==> config.mk <==
export PLATFORM = sky130hd
export DESIGN_NAME = can_ascii_frame_parser
export DESIGN_NICKNAME = d
export VERILOG_FILES = /design/src/hw/rtl/cafp_pkg.sv /design/src/hw/rtl/can_ascii_frame_parser.sv
export VERILOG_INCLUDE_DIRS = /design/src /design/src/hw/rtl
export SDC_FILE = /design/constraint.sdc
export NUM_CORES = 1
export LEC_CHECK = 0
export BUFFER_PORTS_ARGS = -buffer_cell sky130_fd_sc_hd__buf_2
export CORE_ASPECT_RATIO = 1.1
export CORE_MARGIN = 4
export CORE_UTILIZATION = 35
export DETAILED_ROUTE_END_ITERATION = 8
export SLEW_MARGIN = 0
export SYNTH_ARGS = -nofsm -noshare
export SYNTH_HDL_FRONTEND = slang
export SYNTH_SLANG_ARGS = --single-unit
==> constraint.sdc <==
create_clock -name clk -period 13.3 [get_ports clk]
set_input_delay 0.665 -clock clk [delete_from_list [all_inputs] [get_ports clk]]
set_output_delay 0.665 -clock clk [all_outputs]
set_load 0.01 [all_outputs]
==> src/hw/rtl/can_ascii_frame_parser_macros.svh <==
// Assertion macros shared by the ASCII CAN frame parser RTL.
// Needs no other file; the including module supplies clock, reset and signals.
`ifndef CAN_ASCII_FRAME_PARSER_MACROS_SVH
`define CAN_ASCII_FRAME_PARSER_MACROS_SVH

// The consequent must hold in the same cycle as the antecedent.
`define CAFP_ASSERT_SAME(label, clk, rst_n, ante, cons, msg) \
	label: assert property (@(posedge clk) disable iff (!(rst_n)) (ante) |-> (cons)) \
		else $error(msg);

// The consequent must hold in the cycle after the antecedent.
`define CAFP_ASSERT_NEXT(label, clk, rst_n, ante, cons, msg) \
	label: assert property (@(posedge clk) disable iff (!(rst_n)) (ante) |=> (cons)) \
		else $error(msg);

`endif

==> src/hw/rtl/cafp_pkg.sv <==
// Package for the ASCII CAN frame parser: character codes, field limits and
// the hex digit decoder. Depends on nothing.
`default_nettype none

package cafp_pkg;

	// Characters that steer the token decoder.
	localparam logic [7:0] CHAR_CR        = 8'h0D;
	localparam logic [7:0] CHAR_STD_DATA  = 8'h74; // t
	localparam logic [7:0] CHAR_EXT_DATA  = 8'h54; // T
	localparam logic [7:0] CHAR_STD_RTR   = 8'h72; // r
	localparam logic [7:0] CHAR_EXT_RTR   = 8'h52; // R

	// Token layout limits.
	localparam logic [4:0] POS_MAX        = 5'd31;
	localparam logic [3:0] ID_DIGITS_STD  = 4'd3;
	localparam logic [3:0] ID_DIGITS_EXT  = 4'd8;
	localparam logic [4:0] MAX_DLC        = 5'd8;
	localparam logic [4:0] HEX_INVALID    = 5'd16;
	localparam int unsigned PAYLOAD_NIBBLES = 16;

	// Returns the nibble value of a hex digit, or HEX_INVALID for anything else.
	function automatic logic [4:0] hex_value(input logic [7:0] c);
		logic [4:0] v;
		v = HEX_INVALID;
		if (c >= 8'h30 && c <= 8'h39) begin
			v = 5'(c - 8'h30);
		end else if (c >= 8'h61 && c <= 8'h66) begin
			v = 5'(c - 8'h57);
		end else if (c >= 8'h41 && c <= 8'h46) begin
			v = 5'(c - 8'h37);
		end
		return v;
	endfunction

endpackage

`default_nettype wire

==> src/hw/rtl/can_ascii_frame_parser.sv <==
// ASCII CAN frame parser: input character register, token decoder and result register.
// Depends on cafp_pkg and can_ascii_frame_parser_macros.svh.
//
// Usage:
// The input channel (in_valid, in_stall, char_in) moves one received character per
// transfer. Tokens end at a carriage return; a well formed t, T, r or R token
// produces one frame transfer on the output channel (out_valid, out_stall and the
// frame fields). Any other token produces nothing.
// A carriage return accepted at the input passes two register stages before its
// frame shows on the output: the input register, then the result register.
// Throughput: one character per cycle unless stalled. The input register and the
// single result register set this; the decoder updates its token state once per cycle.
// The input stalls only when a carriage return waits in the input register while
// an earlier frame still sits stalled in the result register. Other characters keep
// flowing while a frame waits.
// Reset clears the token state to the start of a token and empties both registers.
// A stalled result holds its fields unchanged until taken.
`default_nettype none
`include "can_ascii_frame_parser_macros.svh"

module can_ascii_frame_parser (
	input  wire logic        clk,
	input  wire logic        arst_n,
	input  wire logic        in_valid,
	output logic             in_stall,
	input  wire logic [7:0]  char_in,
	output logic             out_valid,
	input  wire logic        out_stall,
	output logic [31:0]      frame_id,
	output logic             is_extended,
	output logic             is_remote,
	output logic [3:0]       data_length,
	output logic [63:0]      payload_bytes
);

	// Input register.
	logic        valid_s1;
	logic [7:0]  char_s1;

	// Token state.
	logic [4:0]  pos_q;
	logic        bad_q;
	logic        ext_q;
	logic        rtr_q;
	logic [31:0] id_q;
	logic [3:0]  len_q;
	logic [63:0] pay_q;

	// Result register.
	logic        out_valid_q;
	logic [31:0] frame_id_q;
	logic        is_extended_q;
	logic        is_remote_q;
	logic [3:0]  data_length_q;
	logic [63:0] payload_bytes_q;

	// Decoder signals.
	logic        s1_is_cr;
	logic        s1_fire;
	logic        in_fire;
	logic        result_ok;
	logic [3:0]  id_digits;
	logic [5:0]  need;
	logic [4:0]  hv;
	logic [4:0]  k;
	logic [4:0]  pos_d;
	logic        bad_d;
	logic        ext_d;
	logic        rtr_d;
	logic [31:0] id_d;
	logic [3:0]  len_d;
	logic [63:0] pay_d;

	// A character leaves the input register unless it is a carriage return
	// that would overwrite a frame still waiting at the output.
	assign s1_is_cr = (char_s1 == cafp_pkg::CHAR_CR);
	assign s1_fire  = valid_s1 && (!s1_is_cr || !out_valid_q || !out_stall);
	assign in_stall = valid_s1 && !s1_fire;
	assign in_fire  = in_valid && !in_stall;

	// Input register load and drain.
	always_ff @(posedge clk or negedge arst_n) begin
		if (!arst_n) begin
			valid_s1 <= 1'b0;
		end else if (in_fire) begin
			valid_s1 <= 1'b1;
		end else if (s1_fire) begin
			valid_s1 <= 1'b0;
		end
	end

	always_ff @(posedge clk) begin
		if (in_fire) begin
			char_s1 <= char_in;
		end
	end

	// Length of a complete token and whether the current token qualifies.
	assign id_digits = ext_q ? cafp_pkg::ID_DIGITS_EXT : cafp_pkg::ID_DIGITS_STD;
	assign need      = {2'b00, id_digits} + 6'd2 + (rtr_q ? 6'd0 : {1'b0, len_q, 1'b0});
	assign result_ok = !bad_q && ({1'b0, pos_q} >= need);
	assign hv        = cafp_pkg::hex_value(char_s1);
	assign k         = pos_q - 5'(id_digits + 4'd2);

	// Next token state for the character in the input register.
	always_comb begin
		pos_d = pos_q;
		bad_d = bad_q;
		ext_d = ext_q;
		rtr_d = rtr_q;
		id_d  = id_q;
		len_d = len_q;
		pay_d = pay_q;
		if (s1_is_cr) begin
			pos_d = '0;
			bad_d = 1'b0;
			ext_d = 1'b0;
			rtr_d = 1'b0;
			id_d  = '0;
			len_d = '0;
			pay_d = '0;
		end else begin
			if (!bad_q) begin
				if (pos_q == 5'd0) begin
					if (char_s1 == cafp_pkg::CHAR_STD_DATA || char_s1 == cafp_pkg::CHAR_EXT_DATA
							|| char_s1 == cafp_pkg::CHAR_STD_RTR
							|| char_s1 == cafp_pkg::CHAR_EXT_RTR) begin
						ext_d = (char_s1 == cafp_pkg::CHAR_EXT_DATA)
							|| (char_s1 == cafp_pkg::CHAR_EXT_RTR);
						rtr_d = (char_s1 == cafp_pkg::CHAR_STD_RTR)
							|| (char_s1 == cafp_pkg::CHAR_EXT_RTR);
					end else begin
						bad_d = 1'b1;
					end
				end else if ({1'b0, pos_q} <= {2'b00, id_digits}) begin
					if (hv == cafp_pkg::HEX_INVALID) begin
						bad_d = 1'b1;
					end else begin
						id_d = {id_q[27:0], hv[3:0]};
					end
				end else if ({1'b0, pos_q} == {2'b00, id_digits} + 6'd1) begin
					if (hv > cafp_pkg::MAX_DLC) begin
						bad_d = 1'b1;
					end else begin
						len_d = hv[3:0];
					end
				end else if (!rtr_q) begin
					// Payload digit k lands in nibble 15-k, first byte at the top.
					if (k < {len_q, 1'b0} && !k[4]) begin
						if (hv == cafp_pkg::HEX_INVALID) begin
							bad_d = 1'b1;
						end else begin
							for (int i = 0; i < cafp_pkg::PAYLOAD_NIBBLES; i++) begin
								if (k[3:0] == 4'(cafp_pkg::PAYLOAD_NIBBLES - 1 - i)) begin
									pay_d[4*i +: 4] = pay_q[4*i +: 4] | hv[3:0];
								end
							end
						end
					end
				end
			end
			if (pos_q < cafp_pkg::POS_MAX) begin
				pos_d = pos_q + 5'd1;
			end
		end
	end

	// Token state registers.
	always_ff @(posedge clk or negedge arst_n) begin
		if (!arst_n) begin
			pos_q <= '0;
			bad_q <= 1'b0;
			ext_q <= 1'b0;
			rtr_q <= 1'b0;
			id_q  <= '0;
			len_q <= '0;
			pay_q <= '0;
		end else if (s1_fire) begin
			pos_q <= pos_d;
			bad_q <= bad_d;
			ext_q <= ext_d;
			rtr_q <= rtr_d;
			id_q  <= id_d;
			len_q <= len_d;
			pay_q <= pay_d;
		end
	end

	// Result register valid flag.
	always_ff @(posedge clk or negedge arst_n) begin
		if (!arst_n) begin
			out_valid_q <= 1'b0;
		end else if (s1_fire && s1_is_cr && result_ok) begin
			out_valid_q <= 1'b1;
		end else if (!out_stall) begin
			out_valid_q <= 1'b0;
		end
	end

	// Result register payload.
	always_ff @(posedge clk) begin
		if (s1_fire && s1_is_cr && result_ok) begin
			frame_id_q      <= id_q;
			is_extended_q   <= ext_q;
			is_remote_q     <= rtr_q;
			data_length_q   <= len_q;
			payload_bytes_q <= pay_q;
		end
	end

	assign out_valid     = out_valid_q;
	assign frame_id      = frame_id_q;
	assign is_extended   = is_extended_q;
	assign is_remote     = is_remote_q;
	assign data_length   = data_length_q;
	assign payload_bytes = payload_bytes_q;

	// A waiting frame is never overwritten by the next carriage return.
	`CAFP_ASSERT_SAME(a_no_overwrite, clk, arst_n, out_valid_q && out_stall, !(s1_fire && s1_is_cr), "frame overwritten while stalled")

	// A frame appears only after a carriage return left the input register.
	`CAFP_ASSERT_NEXT(a_frame_from_cr, clk, arst_n, !(out_valid_q && out_stall) && !(s1_fire && s1_is_cr), !out_valid_q, "frame without carriage return")

	// Every carriage return restarts the token.
	`CAFP_ASSERT_NEXT(a_cr_restarts, clk, arst_n, s1_fire && s1_is_cr, pos_q == 5'd0 && !bad_q, "token not restarted")

endmodule

`default_nettype wire

# --- After elaboration in Yosys (flattened, before gate mapping) ---
# Cells that the tools add are included.
word_totals:
  ff_bits: 220
  in_bits: 12
  output_inout_bits: 104
  wordCells: 229
op_classes:
  n_addsub: 9
  n_lt_le_gt_ge: 11
  eq_ne: 30
  n_mux: 64
  bitwise_logic: 16
  n_reduce_logical: 69
ops:
  columns: ["cell", "n"]
  rows:
  - ["64-bit two-way mux", 8]
  - ["32-bit two-way mux", 5]
  - ["9-bit AND reduction", 16]
  - ["4-bit two-way mux", 23]
  - ["4-bit bitwise OR", 16]
  - ["2-bit nonzero test", 23]
  - ["4-bit == test (second input constant)", 8]
  - ["8-bit by 7-bit == test with 1-bit output (second input constant)", 4]
  - ["5-bit two-way mux", 6]
  - ["1-bit two-way mux", 22]
  - ["4-bit by 3-bit == test with 1-bit output (second input constant)", 4]
  - ["8-bit by 7-bit >= comparator with 1-bit output (second input constant)", 2]
  - ["8-bit by 7-bit less-or-equal comparator with 1-bit output (second input constant)", 2]
  - ["5-bit subtractor (second input constant)", 3]
  - ["4-bit by 2-bit adder with 5-bit output (second input constant)", 2]
  - ["1-bit logical AND", 10]
  - ["2-bit inequality test (second input constant)", 5]
  - ["4-bit by 2-bit == test with 1-bit output (second input constant)", 2]
  - ["8-bit by 4-bit == test with 1-bit output (second input constant)", 1]
  - ["8-bit by 6-bit >= comparator with 1-bit output (second input constant)", 1]
  - ["8-bit by 6-bit less-or-equal comparator with 1-bit output (second input constant)", 1]
  - ["1-bit zero test", 7]
  - ["1-bit logical OR", 7]
  - ["5-bit by 5-bit adder with 6-bit output", 1]
  - ["18 further kinds", 20]

# --- Longest topological paths before layout ---
# Gate-level depths: netlist of the first run.
depth:
  word_depth: 15
  ltp_mapped: 14

# --- Worst setup path before layout of the first run ---
# No wires, ideal clock.
synth_path:
  kind: "register to register"
  start: "reg rtr_q"
  end: "reg data_length_q[0], in the netlist data_length[0] (enable)"
  t_arrival_ns: 8.465
  t_required_ns: 12.612
  setup_slack_ns: 4.147
  stages_incl_launch_ff: 11
  n_path_buf: 0
  cell_sequence: "dfrtp_1 nand2b_1 ha_1 inv_1 ha_1 ha_1 inv_1 ha_1 a21o_1 a21oi_1 nor3_1"
synth_between:
  elab_chain_len: 5
synth_lines:
  columns: ["item", "line_no", "rtl"]
  rows:
  - ["from (decl)", "can_ascii_frame_parser.sv:44", "logic rtr_q;"]
  - ["from (signal assigned)", "can_ascii_frame_parser.sv:182", "rtr_q <= rtr_d;"]
  - ["5-bit two-way mux", "can_ascii_frame_parser.sv:100", "assign need = {2'b00, id_digits} + 6'd2 + (rtr_q ? 6'd0 : {1'b0, len_q, 1'b0});"]
  - ["5-bit by 5-bit adder with 6-bit output", "can_ascii_frame_parser.sv:100", null]
  - ["5-bit by 6-bit >= comparator with 1-bit output", "can_ascii_frame_parser.sv:101", "assign result_ok = !bad_q && ({1'b0, pos_q} >= need);"]
  - ["1-bit logical AND", "can_ascii_frame_parser.sv:101", null]
  - ["1-bit logical AND", "can_ascii_frame_parser.sv:202", "if (s1_fire && s1_is_cr && result_ok) begin"]
  - ["to (signal assigned)", "can_ascii_frame_parser.sv:206", "data_length_q <= len_q;"]
  - ["to (decl)", "can_ascii_frame_parser.sv:54", "logic [3:0] data_length_q;"]
# No other way between the ends.
# A chain may end at the register's enable or synchronous reset.

# --- Worst setup path in the final report of the first run ---
layout_path:
  start: "reg ext_q"
  end: "reg pay_q[1]"
layout_between:
  elab_chain_len: 7
  word_cells_on_any_way: 15
  cone_classes: "add/sub (3); order compare (2); eq/ne (4); mux (1); reduce/logical (5)"
layout_lines:
  columns: ["item", "line_no", "rtl"]
  rows:
  - ["from (decl)", "can_ascii_frame_parser.sv:43", "logic ext_q;"]
  - ["from (signal assigned)", "can_ascii_frame_parser.sv:181", "ext_q <= ext_d;"]
  - ["4-bit two-way mux (*)", "can_ascii_frame_parser.sv:99", "assign id_digits = ext_q ? cafp_pkg::ID_DIGITS_EXT : cafp_pkg::ID_DIGITS_STD;"]
  - ["4-bit by 2-bit adder with 5-bit output", "can_ascii_frame_parser.sv:103", "assign k = pos_q - 5'(id_digits + 4'd2);"]
  - ["5-bit subtractor", "can_ascii_frame_parser.sv:103", null]
  - ["5-bit < comparator or 1-bit zero test (tied branches)", "can_ascii_frame_parser.sv:149", "if (k < {len_q, 1'b0} && !k[4]) begin"]
  - ["1-bit logical AND", "can_ascii_frame_parser.sv:149", null]
  - ["2-bit nonzero test (no source line)", null, null]
  - ["9-bit AND reduction (no source line) (*)", null, null]
  - ["to (signal assigned)", "can_ascii_frame_parser.sv:185", "pay_q <= pay_d;"]
  - ["to (decl)", "can_ascii_frame_parser.sv:47", "logic [63:0] pay_q;"]
# Every way passes the cells marked *; elsewhere a longest branch is shown, timed or not.

==> impl_results.md, run 1 <==
* Top Ports at 116
* Hold Crit Class: input pin to async pin
* Antenna Nets Post-Route at 0
* Synth top area cells: edfxtp_1, dfrtp_1, o31ai_1
* Fin. Hold Viols at 0
* Power Total at 0.00157 W
* Path depth of the worst reg2reg path at 14
* CTS Buf Count at 22
* Synth top area share at 0.370
* Setup crit end kind: flip-flop
* Initial antenna violation count at 0
* Starting Density at 0.354
* NetSw at 0.000413 W
* Arr. time, crit path at 4.26 ns
* Post-synthesis register bit count at 220
* Worst stage delay on the critical path at 0.52 ns
* Slew Limit Headroom at 0.244
* Hold_buf cts at 0
* Largest net degree at the start of global routing at 85
* Post-CTS Setup Inserts at 0
* CP Class: flip-flop to flip-flop
* Yosys warns at 0
* Pwr dens at 149 nW/um^2
* Wire length per cell at 17.1 um
* Slowest CP cell: dfrtp_1
* Synth Area in Simple Gates at 0.113
* Fraction of layout cells with a size suffix above 1 at 0.210
* Async S/R FF share, synth at 0.500
* Clock tree sinks at 220
* Area delta synth->final at 18.4%
* RSZ-0062 raised after global routing: false
* Clock Latency Late Sink at 0.49 ns
* Post-synthesis mux area share at 0.00631
* Crit start category: flip-flop
* Setup TNS at 0 ns
* FF+latch area at 6060 sq um
* Cells after Synth at 704
* # rows at 61
* Top sig layer: met4
* Die Height at 176 um
* Maxcap violations at 0
* Seq/Total Area, Yosys at 0.678
* Post-synth EDFFs at 110
* Switching share of total power at 0.262
* Synthesized cell area at 8930 sq um
* Die footprint at 28,100 sq um
* CTS H-tree depth at 1
* First-pass GRT wire length at 31,500 um
* Fin crit share at 0.291
* Routability Congestion at 0.812
* Total gr overflow at 0
* Clock share of power at 0.386
* Combinational family with the most area after synthesis: compound AO/OA/AOI/OAI gates
* Minimum clock period at 3.87 ns
* Data required time of the critical path at 13.69 ns
* Initial drt markers at 453
* Core area at 25,200 sq um
* Met3 WL at 926 um
* Layout Skew at 0.0121 ns
* Internal power at 0.00116 W
* Via density per instance at 5.01
* Max Buffers Root-to-Sink at 3
* Drt drc at 0
* Post-Layout Cell Count at 1,147
* Vias in the first global route at 5,555
* Synth Area in Compound Gates at 0.118
* Xor/xnor share of the synthesized area at 0.00687
* Outcome: finished clean
* WL met2 at 9540 um
* Multi-input gate area in the final layout at 2550 sq um
* Syn_area_per_cell at 12.7 sq um
* Nets at 854
* Total Routing Usage GR at 0.138
* Horiz. Die Dim at 160 um
* Synth area leader: edfxtp_1
* Diodes inserted at 0
* Post-cts sizing count at 0
* Vias at 5,742
* Adder-cell share of the synthesized area at 0.0373
* CP Max Fanout at 60
* Pins over their slew limit at 0
* Number of fill cells at 2,341
* Synth cell types at 61
* CTS tree: done
* Final setup viols at 0
* HPWL after detailed placement at 12,900 um
* Crit-path cells: inv_1, ha_1, inv_1, ha_1, inv_1, fa_1, xnor2_1, ha_1, o21ai_0, o2111ai_1, nor4_1, a21boi_4, buf_4, o31ai_1
* IO Port Bufs at 115
* Maximum VDD drop at 0.0738 mV
* First drt pass iteration count at 5
* Root Buffer: clkbuf_16
* Combinational fraction of design power at 0.135
* Worst-Margin Slew at 1.13 ns
* Syn nets at 742
* Reg power frac at 0.479
* Final WL at 19,600 um
* Wl on met1 at 8880 um
* Hold slack at 0.223 ns
* Primary FF master, synth: edfxtp_1
* Cell Count Post-Placement at 1,107
* Max frequency at 258 MHz
* Leakage at 4.64 nW
* CTS clk-pin slew, worst paths at 0.06 ns
-- synthesized netlist by cell type, types with 3 or more instances --
library cell  instances
dfrtp_1             110
edfxtp_1            110
nand2_1              95
o31ai_1              62
inv_1                53
o21ai_1              31
nand4_1              30
ha_1                 25
clkbuf_1             24
o21ai_0              20
nand3_1              14
buf_2                12
nor2_1               12
nor3_1               10
a21oi_1               9
a21o_1                7
nand2b_1              6
xnor2_1               5
a211oi_1              4
and3_1                4
mux2_1                4
a31oi_1               3
and2_1                3
nor4bb_1              3
o211ai_1              3
-- sequential cells by signal, indices dropped and copies added (netlist names), 4 cells and up --
signal and flops:
char_s1 8, id_q 32, pay_q 64, pos_q 5, len_q 4, payload_bytes 64
frame_id 32, data_length 4
-- power groups by stage --
stage / clock [W] / sequential [W] / combinational [W]
after global placement: 0 / 0.000767 / 0.000208
after global routing: 0.000654 / 0.000757 / 0.000243
after detailed placement: 0 / 0.000767 / 0.000210
final: 0.000608 / 0.000754 / 0.000212
after floorplan: 0 / 0.000756 / 0.000159
after CTS: 0.000624 / 0.000754 / 0.000212
-- cells in the final DEF (no fill, tap or decap), types with 3 or more instances in the layout --
cell type / instances
nor2_1: 12
buf_2: 114
nor4bb_1: 3
buf_4: 12
edfxtp_1: 110
nand4_1: 30
a211oi_1: 4
clkbuf_16: 23
mux2_1: 4
o211ai_1: 3
nand2b_1: 6
o21ai_0: 20
inv_1: 53
a21oi_1: 8
clkinv_2: 4
xnor2_1: 5
dfrtp_1: 110
and2_1: 3
ha_1: 25
nand2_1: 95
a31oi_1: 3
o21ai_1: 31
nand3_1: 12
a21o_1: 7
clkinv_1: 3
and3_1: 4
clkbuf_1: 4
nor3_1: 9
o31ai_1: 62
-- final cells by class --
type                       instances  share of cell area
sequential                       220               0.573
multi-input combinational        393               0.241
timing repair buffer             126              0.0625
clock buffer                      27              0.0558
tap                              315              0.0373
inverter                          53              0.0188
clock inverter                    13              0.0119
-- stage by stage --
stage / utilization / worst slack (ns) / area, sq um
6_report: 0.420 / 9.43 / 10600
3_5_place_dp: 0.391 / 9.41 / 9860
2_1_floorplan: - / 4.15 / 8930
3_3_place_gp: 0.391 / 9.53 / 9860
4_1_cts: 0.420 / 9.41 / 10600
5_1_grt: 0.420 / 9.11 / 10600
-- critical path: cells and delay by family (launching register included) --
family / cells / cell delay, ns
buffers and inverters: 4 / 0.58
AO/OA/AOI/OAI: 4 / 0.78
adder cells (fa/ha/maj): 4 / 1.13
XOR/XNOR: 1 / 0.30
AND/OR/NAND/NOR: 1 / 0.42
flip-flops: 1 / 0.52
-- final timing paths --
check | startpoint | end | slack [ns]
worst max register to register | ext_q$_DFFE_PN0P_ | pay_q[1]$_DFFE_PN0P_ | 9.43
worst max-delay path | ext_q$_DFFE_PN0P_ | pay_q[1]$_DFFE_PN0P_ | 9.43
min in group clk | char_in[0] | char_s1[0]$_DFFE_PP_ | 0.35
worst min register to register | pay_q[45]$_DFFE_PN0P_ | payload_bytes[45]$_DFFE_PP_ | 0.45
worst min-delay path | arst_n | rtr_q$_DFFE_PN0P_ | 0.22
max in group asynchronous | arst_n | pay_q[46]$_DFFE_PN0P_ | 11.86
-- logic make-up (layout without fill, tap and decap cells) --
group                    count (synthesis)  in the layout
AND/OR/NAND/NOR                        199            199
buffers and inverters                   91            219
multiplexers                             5              5
XOR/XNOR                                 7              7
AO/OA/AOI/OAI                          156            156
adder cells (fa/ha/maj)                 26             26
flip-flops                             220            220
-- per-layer routing --
metal	global-route usage	vias to the layer above
met4	0.0326	0
met5	0	-
met2	0.227	139
li1	-	2794
met3	0.0239	19
met1	0.192	2790
Power figures use the tool's default switching activity.
==> run 2, diff against run 1 <==
Settings changed: ABC_AREA set to 1.
Clock period 13.3 ns to 3.84 ns, I/O delays scaled along.
==> impl_results.md, run 2 <==
* Post-synthesis register bit count at 220 (unchanged)
* Setup crit end kind: flip-flop
* CP Max Fanout at 52 (-13%)
* Initial drt markers at 413 (-8.8%)
* Leakage at 5.47 nW (+18%)
* Commonest non-fill, non-tap cell in the layout: nand2_1
* Area delta synth->final at 19.4%
* Most frequent cells in the layout: nand2_1, buf_2, dfrtp_1, edfxtp_1, nand3_1
* CTS clk-pin slew, worst paths at 0.06 ns (about the same)
* Maxcap violations at 0 (unchanged)
* Post-synth EDFFs at 110 (unchanged)
* Count leader, synth: nand2_1
* Crit-path cells: inv_1, ha_1, inv_1, ha_1, inv_1, fa_1, inv_1, ha_1, a21oi_1, o21a_1, nand2_1, o21ai_4, buf_12, nand3_1, nand2_1
* Pwr dens at 515 nW/um^2 (+250%)
* Synth top area cells: edfxtp_1, dfrtp_1, nand2_1
* Layout Skew at 0.0162 ns (+0.00413 ns)
* Diodes inserted at 0 (unchanged)
* Top Ports at 116 (unchanged)
* First drt pass iteration count at 5 (unchanged)
* Final setup viols at 0 (unchanged)
* Routability Congestion at 0.834 (+2.7%)
* Max Buffers Root-to-Sink at 3 (unchanged)
* Fin crit share at 0.899 (+0.608)
* First-pass GRT wire length at 30,500 um (-2.9%)
* Syn nets at 854 (+15%)
* Via density per instance at 4.53 (-9.5%)
* Synth area leader: edfxtp_1
* Total gr overflow at 0 (unchanged)
* Worst-Margin Slew at 0.908 ns (-0.225 ns)
* Worst stage delay on the critical path at 0.61 ns (+0.09 ns)
* Hold Crit Class: input pin to flip-flop
* Top cell by count, worst path: inv_1
* Vias in the first global route at 5,715 (+2.9%)
* Crit start category: flip-flop
* Synth top area share at 0.363 (-0.00722)
* Final worst slack at 0.387 ns (-9.04 ns)
* Nets at 985 (+15%)
* Total Routing Usage GR at 0.130 (-0.00747)
* End-of-flow core utilization at 0.427 (+0.00675)
* RSZ-0062 raised after global routing: false
* Die footprint at 28,700 sq um (+1.9%)
* Initial antenna violation count at 0 (unchanged)
* Synthesized cell area at 9110 sq um (+2.0%)
* Syn_area_per_cell at 11.2 sq um (-12%)
* Crit. Startpoint: ext_q$_DFFE_PN0P_
* Path depth of the worst reg2reg path at 15 (+1)
* Top cells by count, synth: nand2_1, dfrtp_1, edfxtp_1, nand3_1, inv_1
* Fraction of layout cells with a size suffix above 1 at 0.215 (+0.00462)
* Flop-to-flop setup slack at 0.39 ns (-9.04 ns)
* Root Buffer: clkbuf_16
* CTS tree: done
* Post-cts sizing count at 0 (unchanged)
* Synth cell types at 40 (-34%)
* Slew Limit Headroom at 0.395 (+0.150)
* Vias at 5,928 (+3.2%)
* Drt drc at 0 (unchanged)
* Yosys warns at 0 (unchanged)
* Max frequency at 290 MHz (+12%)
* Hold slack at 0.0311 ns (-0.192 ns)
* Horiz. Die Dim at 162 um (+0.94%)
* Number of fill cells at 2,481 (+6.0%)
* Cells after Synth at 816 (+16%)
* Outcome: finished clean
* HPWL after detailed placement at 12,400 um (-3.6%)
* Arr. time, crit path at 3.88 ns (-0.38 ns)
* Antenna Nets Post-Route at 0 (unchanged)
* Wire length per cell at 14.3 um (-16%)
* Pins over their slew limit at 0 (unchanged)
* Fin. Hold Viols at 0 (unchanged)
* Maximum VDD drop at 0.332 mV (+350%)
* CTS H-tree depth at 1 (unchanged)
* Slowest CP cell: fa_1
* Die Height at 177 um (+0.94%)
* R2R Path Start: ext_q$_DFFE_PN0P_
* Primary FF master, synth: edfxtp_1
* Final WL at 18,800 um (-4.4%)
* Crit Reg-Reg Endpoint: pay_q[62]$_DFFE_PN0P_
* # rows at 61 (unchanged)
* CTS Buf Count at 23 (+4.5%)
* Data required time of the critical path at 4.27 ns (-9.42 ns)
* Minimum clock period at 3.45 ns (-0.419 ns)
* Worst setup endpoint: pay_q[62]$_DFFE_PN0P_
* IO Port Bufs at 115 (unchanged)
* Clock tree sinks at 220 (unchanged)
* Seq/Total Area, Yosys at 0.665 (-0.0132)
* Async S/R FF share, synth at 0.500 (unchanged)
* Largest net degree at the start of global routing at 103 (+21%)
* CP Class: flip-flop to flip-flop
* Starting Density at 0.357 (+0.00272)
* Core area at 25,500 sq um (+1.2%)
* Clock Latency Late Sink at 0.50 ns (about the same)
* Pre-CTS setup slack at 0.382 ns (-9.03 ns)
## run 2: kinds of logic (layout without fill, tap and decap cells)
logic type               Yosys count  after routing  synth area share
AO/OA/AOI/OAI                     74             74            0.0459
XOR/XNOR                           5              5           0.00481
adder cells (fa/ha/maj)           26             26            0.0365
buffers and inverters             95            242            0.0458
flip-flops                       220            220             0.665
AND/OR/NAND/NOR                  396            396             0.202
## run 2: layout make-up
cell class / instances / area (sq um) / area share
flip-flops and latches: 220 / 6060 / 0.557
inverters: 66 / 250 / 0.0230
clock inverters: 6 / 58.8 / 0.00541
multi-input cells: 501 / 2660 / 0.244
well taps: 346 / 433 / 0.0398
repair buffers: 135 / 778 / 0.0716
clock buffers: 35 / 641 / 0.0589
## run 2: metal layers
layer / part of all wire / global-route usage / up-vias
li1: - / - / 2976
met1: 0.44 / 0.173 / 2805
met2: 0.50 / 0.223 / 118
met3: 0.046 / 0.0221 / 29
met4: 0.019 / 0.0342 / 0
met5: 0 / 0 / -
## run 2: worst min path at each step
stage               startpoint                    end  slack [ns]  cells after the start
floorplan               arst_n      bad_q$_DFFE_PN0P_       -0.10                      0
global placement    char_in[5]   char_s1[5]$_DFFE_PP_        0.37                      1
detailed placement  char_in[3]   char_s1[3]$_DFFE_PP_        0.37                      1
CTS                  out_stall  out_valid$_DFFE_PN0P_        0.04                      3
global route         out_stall  out_valid$_DFFE_PN0P_        0.06                      3
finish               out_stall  out_valid$_DFFE_PN0P_        0.03                      3
## run 2: critical path: cells and delay by family, from the launching register on
kind | cells | cell delay [ns]
AO/OA/AOI/OAI | 3 | 0.58
adder cells (fa/ha/maj) | 4 | 1.33
flip-flops | 1 | 0.49
AND/OR/NAND/NOR | 3 | 0.28
buffers and inverters | 5 | 0.66
## run 2: metrics by stage
stage	std cells	area (sq um)	total power, W	TNS (ns)
after CTS	1309	10900	0.00566	0
after detailed placement	1258	10100	0.00358	0
after global placement	1258	10100	0.00357	0
after global routing	1309	10900	0.00593	0
after floorplan	816	9120	0.00334	-58.04
final	1309	10900	0.00561	0
## run 2: where the power goes
group	switching [W]	internal, W	total [W]
combinational	0.000668	0.000322	0.000990
clock	0.000854	0.00122	0.00207
sequential	0.0000498	0.00250	0.00255
total	0.00157	0.00403	0.00561
## run 2: timing repair
item,CTS,global route
hold endpoints to repair,75,0
hold buffers,10,0
buffers inserted,0,0
==> run 3, diff against run 2 <==
Settings changed: BUFFER_PORTS_ARGS -buffer_cell sky130_fd_sc_hd__buf_2 to unset, DONT_BUFFER_PORTS set to 1.
==> impl_results.md, run 3 (synthesis gave the netlist of run 2 again) <==
* Routability Congestion at 0.820 (-1.6%)
* Most frequent cells in the layout: nand2_1, dfrtp_1, edfxtp_1
* First-pass GRT wire length at 30,300 um (-0.84%)
* Vias in the first global route at 5,414 (-5.3%)
* Hold Crit Class: input pin to flip-flop
* Clock tree sinks at 220 (unchanged)
* FF+latch area at 6060 sq um (unchanged)
* Crit Reg-Reg Endpoint: pay_q[1]$_DFFE_PN0P_
* RSZ-0062 raised after global routing: false
* Nets at 871 (-12%)
* Die footprint at 28,700 sq um (unchanged)
* Flop-to-flop setup slack at 0.50 ns (+0.12 ns)
* Post-cts sizing count at 0 (unchanged)
* Total gr overflow at 0 (unchanged)
* Slew Limit Headroom at 0.554 (+0.159)
* Vias at 5,590 (-5.7%)
* HPWL after detailed placement at 12,100 um (-2.7%)
* Pre-CTS setup slack at 0.523 ns (+0.141 ns)
* Leakage at 4.90 nW (-10%)
* Number of fill cells at 2,445 (-1.5%)
* Top Ports at 116 (unchanged)
* First drt pass iteration count at 4 (-1)
* Drt drc at 0 (unchanged)
* CTS H-tree depth at 1 (unchanged)
* Die Height at 177 um (unchanged)
* Minimum clock period at 3.34 ns (-0.116 ns)
* CP Class: flip-flop to flip-flop
* # rows at 61 (unchanged)
* Initial drt markers at 372 (-9.9%)
* Initial antenna violation count at 0 (unchanged)
* Multi-input gate area in the final layout at 2660 sq um (unchanged)
* End-of-flow core utilization at 0.407 (-0.0192)
* Crit start category: flip-flop
* Antenna Nets Post-Route at 0 (unchanged)
* CTS Buf Count at 23 (unchanged)
* CTS clk-pin slew, worst paths at 0.06 ns (about the same)
* Path depth of the worst reg2reg path at 15 (unchanged)
* Worst hold start: in_valid
* Area delta synth->final at 14.0%
* Total Routing Usage GR at 0.131 (+0.000716)
* Final worst slack at 0.503 ns (+0.116 ns)
* Post-CTS Setup Inserts at 0 (unchanged)
* IO Port Bufs at 0 (-100%)
* Via density per instance at 4.68 (+3.3%)
* R2R Path Start: ext_q$_DFFE_PN0P_
* Commonest non-fill, non-tap cell in the layout: nand2_1
* Maxcap violations at 0 (unchanged)
* Fin. Hold Viols at 0 (unchanged)
* Hold path cells at 2 (-1)
* WHS Endpoint: char_s1[7]$_DFFE_PP_
* Outcome: finished clean
* Data required time of the critical path at 4.27 ns (about the same)
* Crit. Startpoint: ext_q$_DFFE_PN0P_
* Final WL at 18,900 um (+0.86%)
* Largest net degree at the start of global routing at 111 (+7.8%)
* Power Total at 0.00575 W (+2.6%)
* CTS tree: done
* Pwr dens at 554 nW/um^2 (+7.5%)
* Diodes inserted at 0 (unchanged)
* Fraction of layout cells with a size suffix above 1 at 0.113 (-0.102)
* Pins over their slew limit at 0 (unchanged)
* Layout Skew at 0.00892 ns (-0.00729 ns)
* Maximum VDD drop at 0.364 mV (+9.7%)
* Setup crit end kind: flip-flop
* Max Buffers Root-to-Sink at 3 (unchanged)
* Starting Density at 0.357 (unchanged)
* CP Max Fanout at 51 (-1.9%)
* Fin crit share at 0.869 (-0.0301)
* Clock Latency Late Sink at 0.50 ns (about the same)
* Arr. time, crit path at 3.76 ns (-0.12 ns)
* Worst-Margin Slew at 0.670 ns (-0.239 ns)
* Final setup viols at 0 (unchanged)
* Root Buffer: clkbuf_16
* Core area at 25,500 sq um (unchanged)
* Horiz. Die Dim at 162 um (unchanged)
* Max frequency at 300 MHz (+3.5%)
* Wire length per cell at 15.8 um (+10%)
-- run 3: cell types whose count changed in the layout (fill, tap and decap cells not counted), sizes merged --
cell / previous run / this run
bufinv: 1 / 3
inv: 66 / 67
clkbuf: 35 / 27
clkinv: 5 / 7
buf: 125 / 10
dlygate4sd3: 10 / 11
clkinvlp: 0 / 3
-- run 3: repair_timing --
item,4_1_cts,5_1_grt
endpoints found under the setup margin,0,0
hold endpoints to repair,120,0
hold buffers,12,0
-- run 3: worst max-delay path by stage --
| stage | end | slack, ns | cells past startpoint |
|---|---|---|---|
| floorplan | data_length[0]$_DFFE_PP_ | -0.57 | 12 |
| global placement | pay_q[18]$_DFFE_PN0P_ | 0.61 | 15 |
| detailed placement | pay_q[54]$_DFFE_PN0P_ | 0.52 | 15 |
| CTS | pay_q[26]$_DFFE_PN0P_ | 0.52 | 15 |
| global route | pay_q[26]$_DFFE_PN0P_ | 0.21 | 15 |
| finish | pay_q[1]$_DFFE_PN0P_ | 0.50 | 15 |
-- run 3: where the power goes --
part	switching [W]	total, W	internal (W)
Clock	0.000878	0.00220	0.00132
Combinational	0.000679	0.00100	0.000325
Sequential	0.0000515	0.00255	0.00250
-- run 3: worst max-delay path: stages (launching register included) --
cell	delay [ns]
dfrtp_1	0.50
inv_1	0.13
ha_1	0.28
inv_1	0.09
ha_1	0.17
inv_1	0.06
fa_1	0.63
inv_1	0.10
ha_1	0.27
a21oi_1	0.14
o21a_1	0.13
nand2_1	0.10
o21ai_4	0.20
buf_12	0.24
nand3_1	0.13
nand2_1	0.07
-- run 3: per-layer routing --
layer	GRT usage	up-vias	wire length, um	share of wire
li1	-	2757	-	-
met1	0.174	2692	8460	0.45
met2	0.222	110	9410	0.50
met3	0.0238	31	674	0.036
met4	0.0363	0	392	0.021
met5	0	-	0	0
-- run 3: layout make-up --
type | instances | share of cell area
well taps | 346 | 0.0417
clock inverters | 14 | 0.0151
flip-flops and latches | 220 | 0.583
repair buffers | 21 | 0.0222
inverters | 66 | 0.0241
multi-input cells | 501 | 0.256
clock buffers | 27 | 0.0578
-- run 3: metrics by stage --
stage	cell area (sq um)	std cells	TNS [ns]	hold WS, ns
floorplan	9120	816	-58.04	-0.104
global placement	9490	1142	0	-0.0942
detailed placement	9490	1142	0	-0.0937
CTS	10400	1195	0	0.0504
global route	10400	1195	0	0.102
finish	10400	1195	0	0.0863
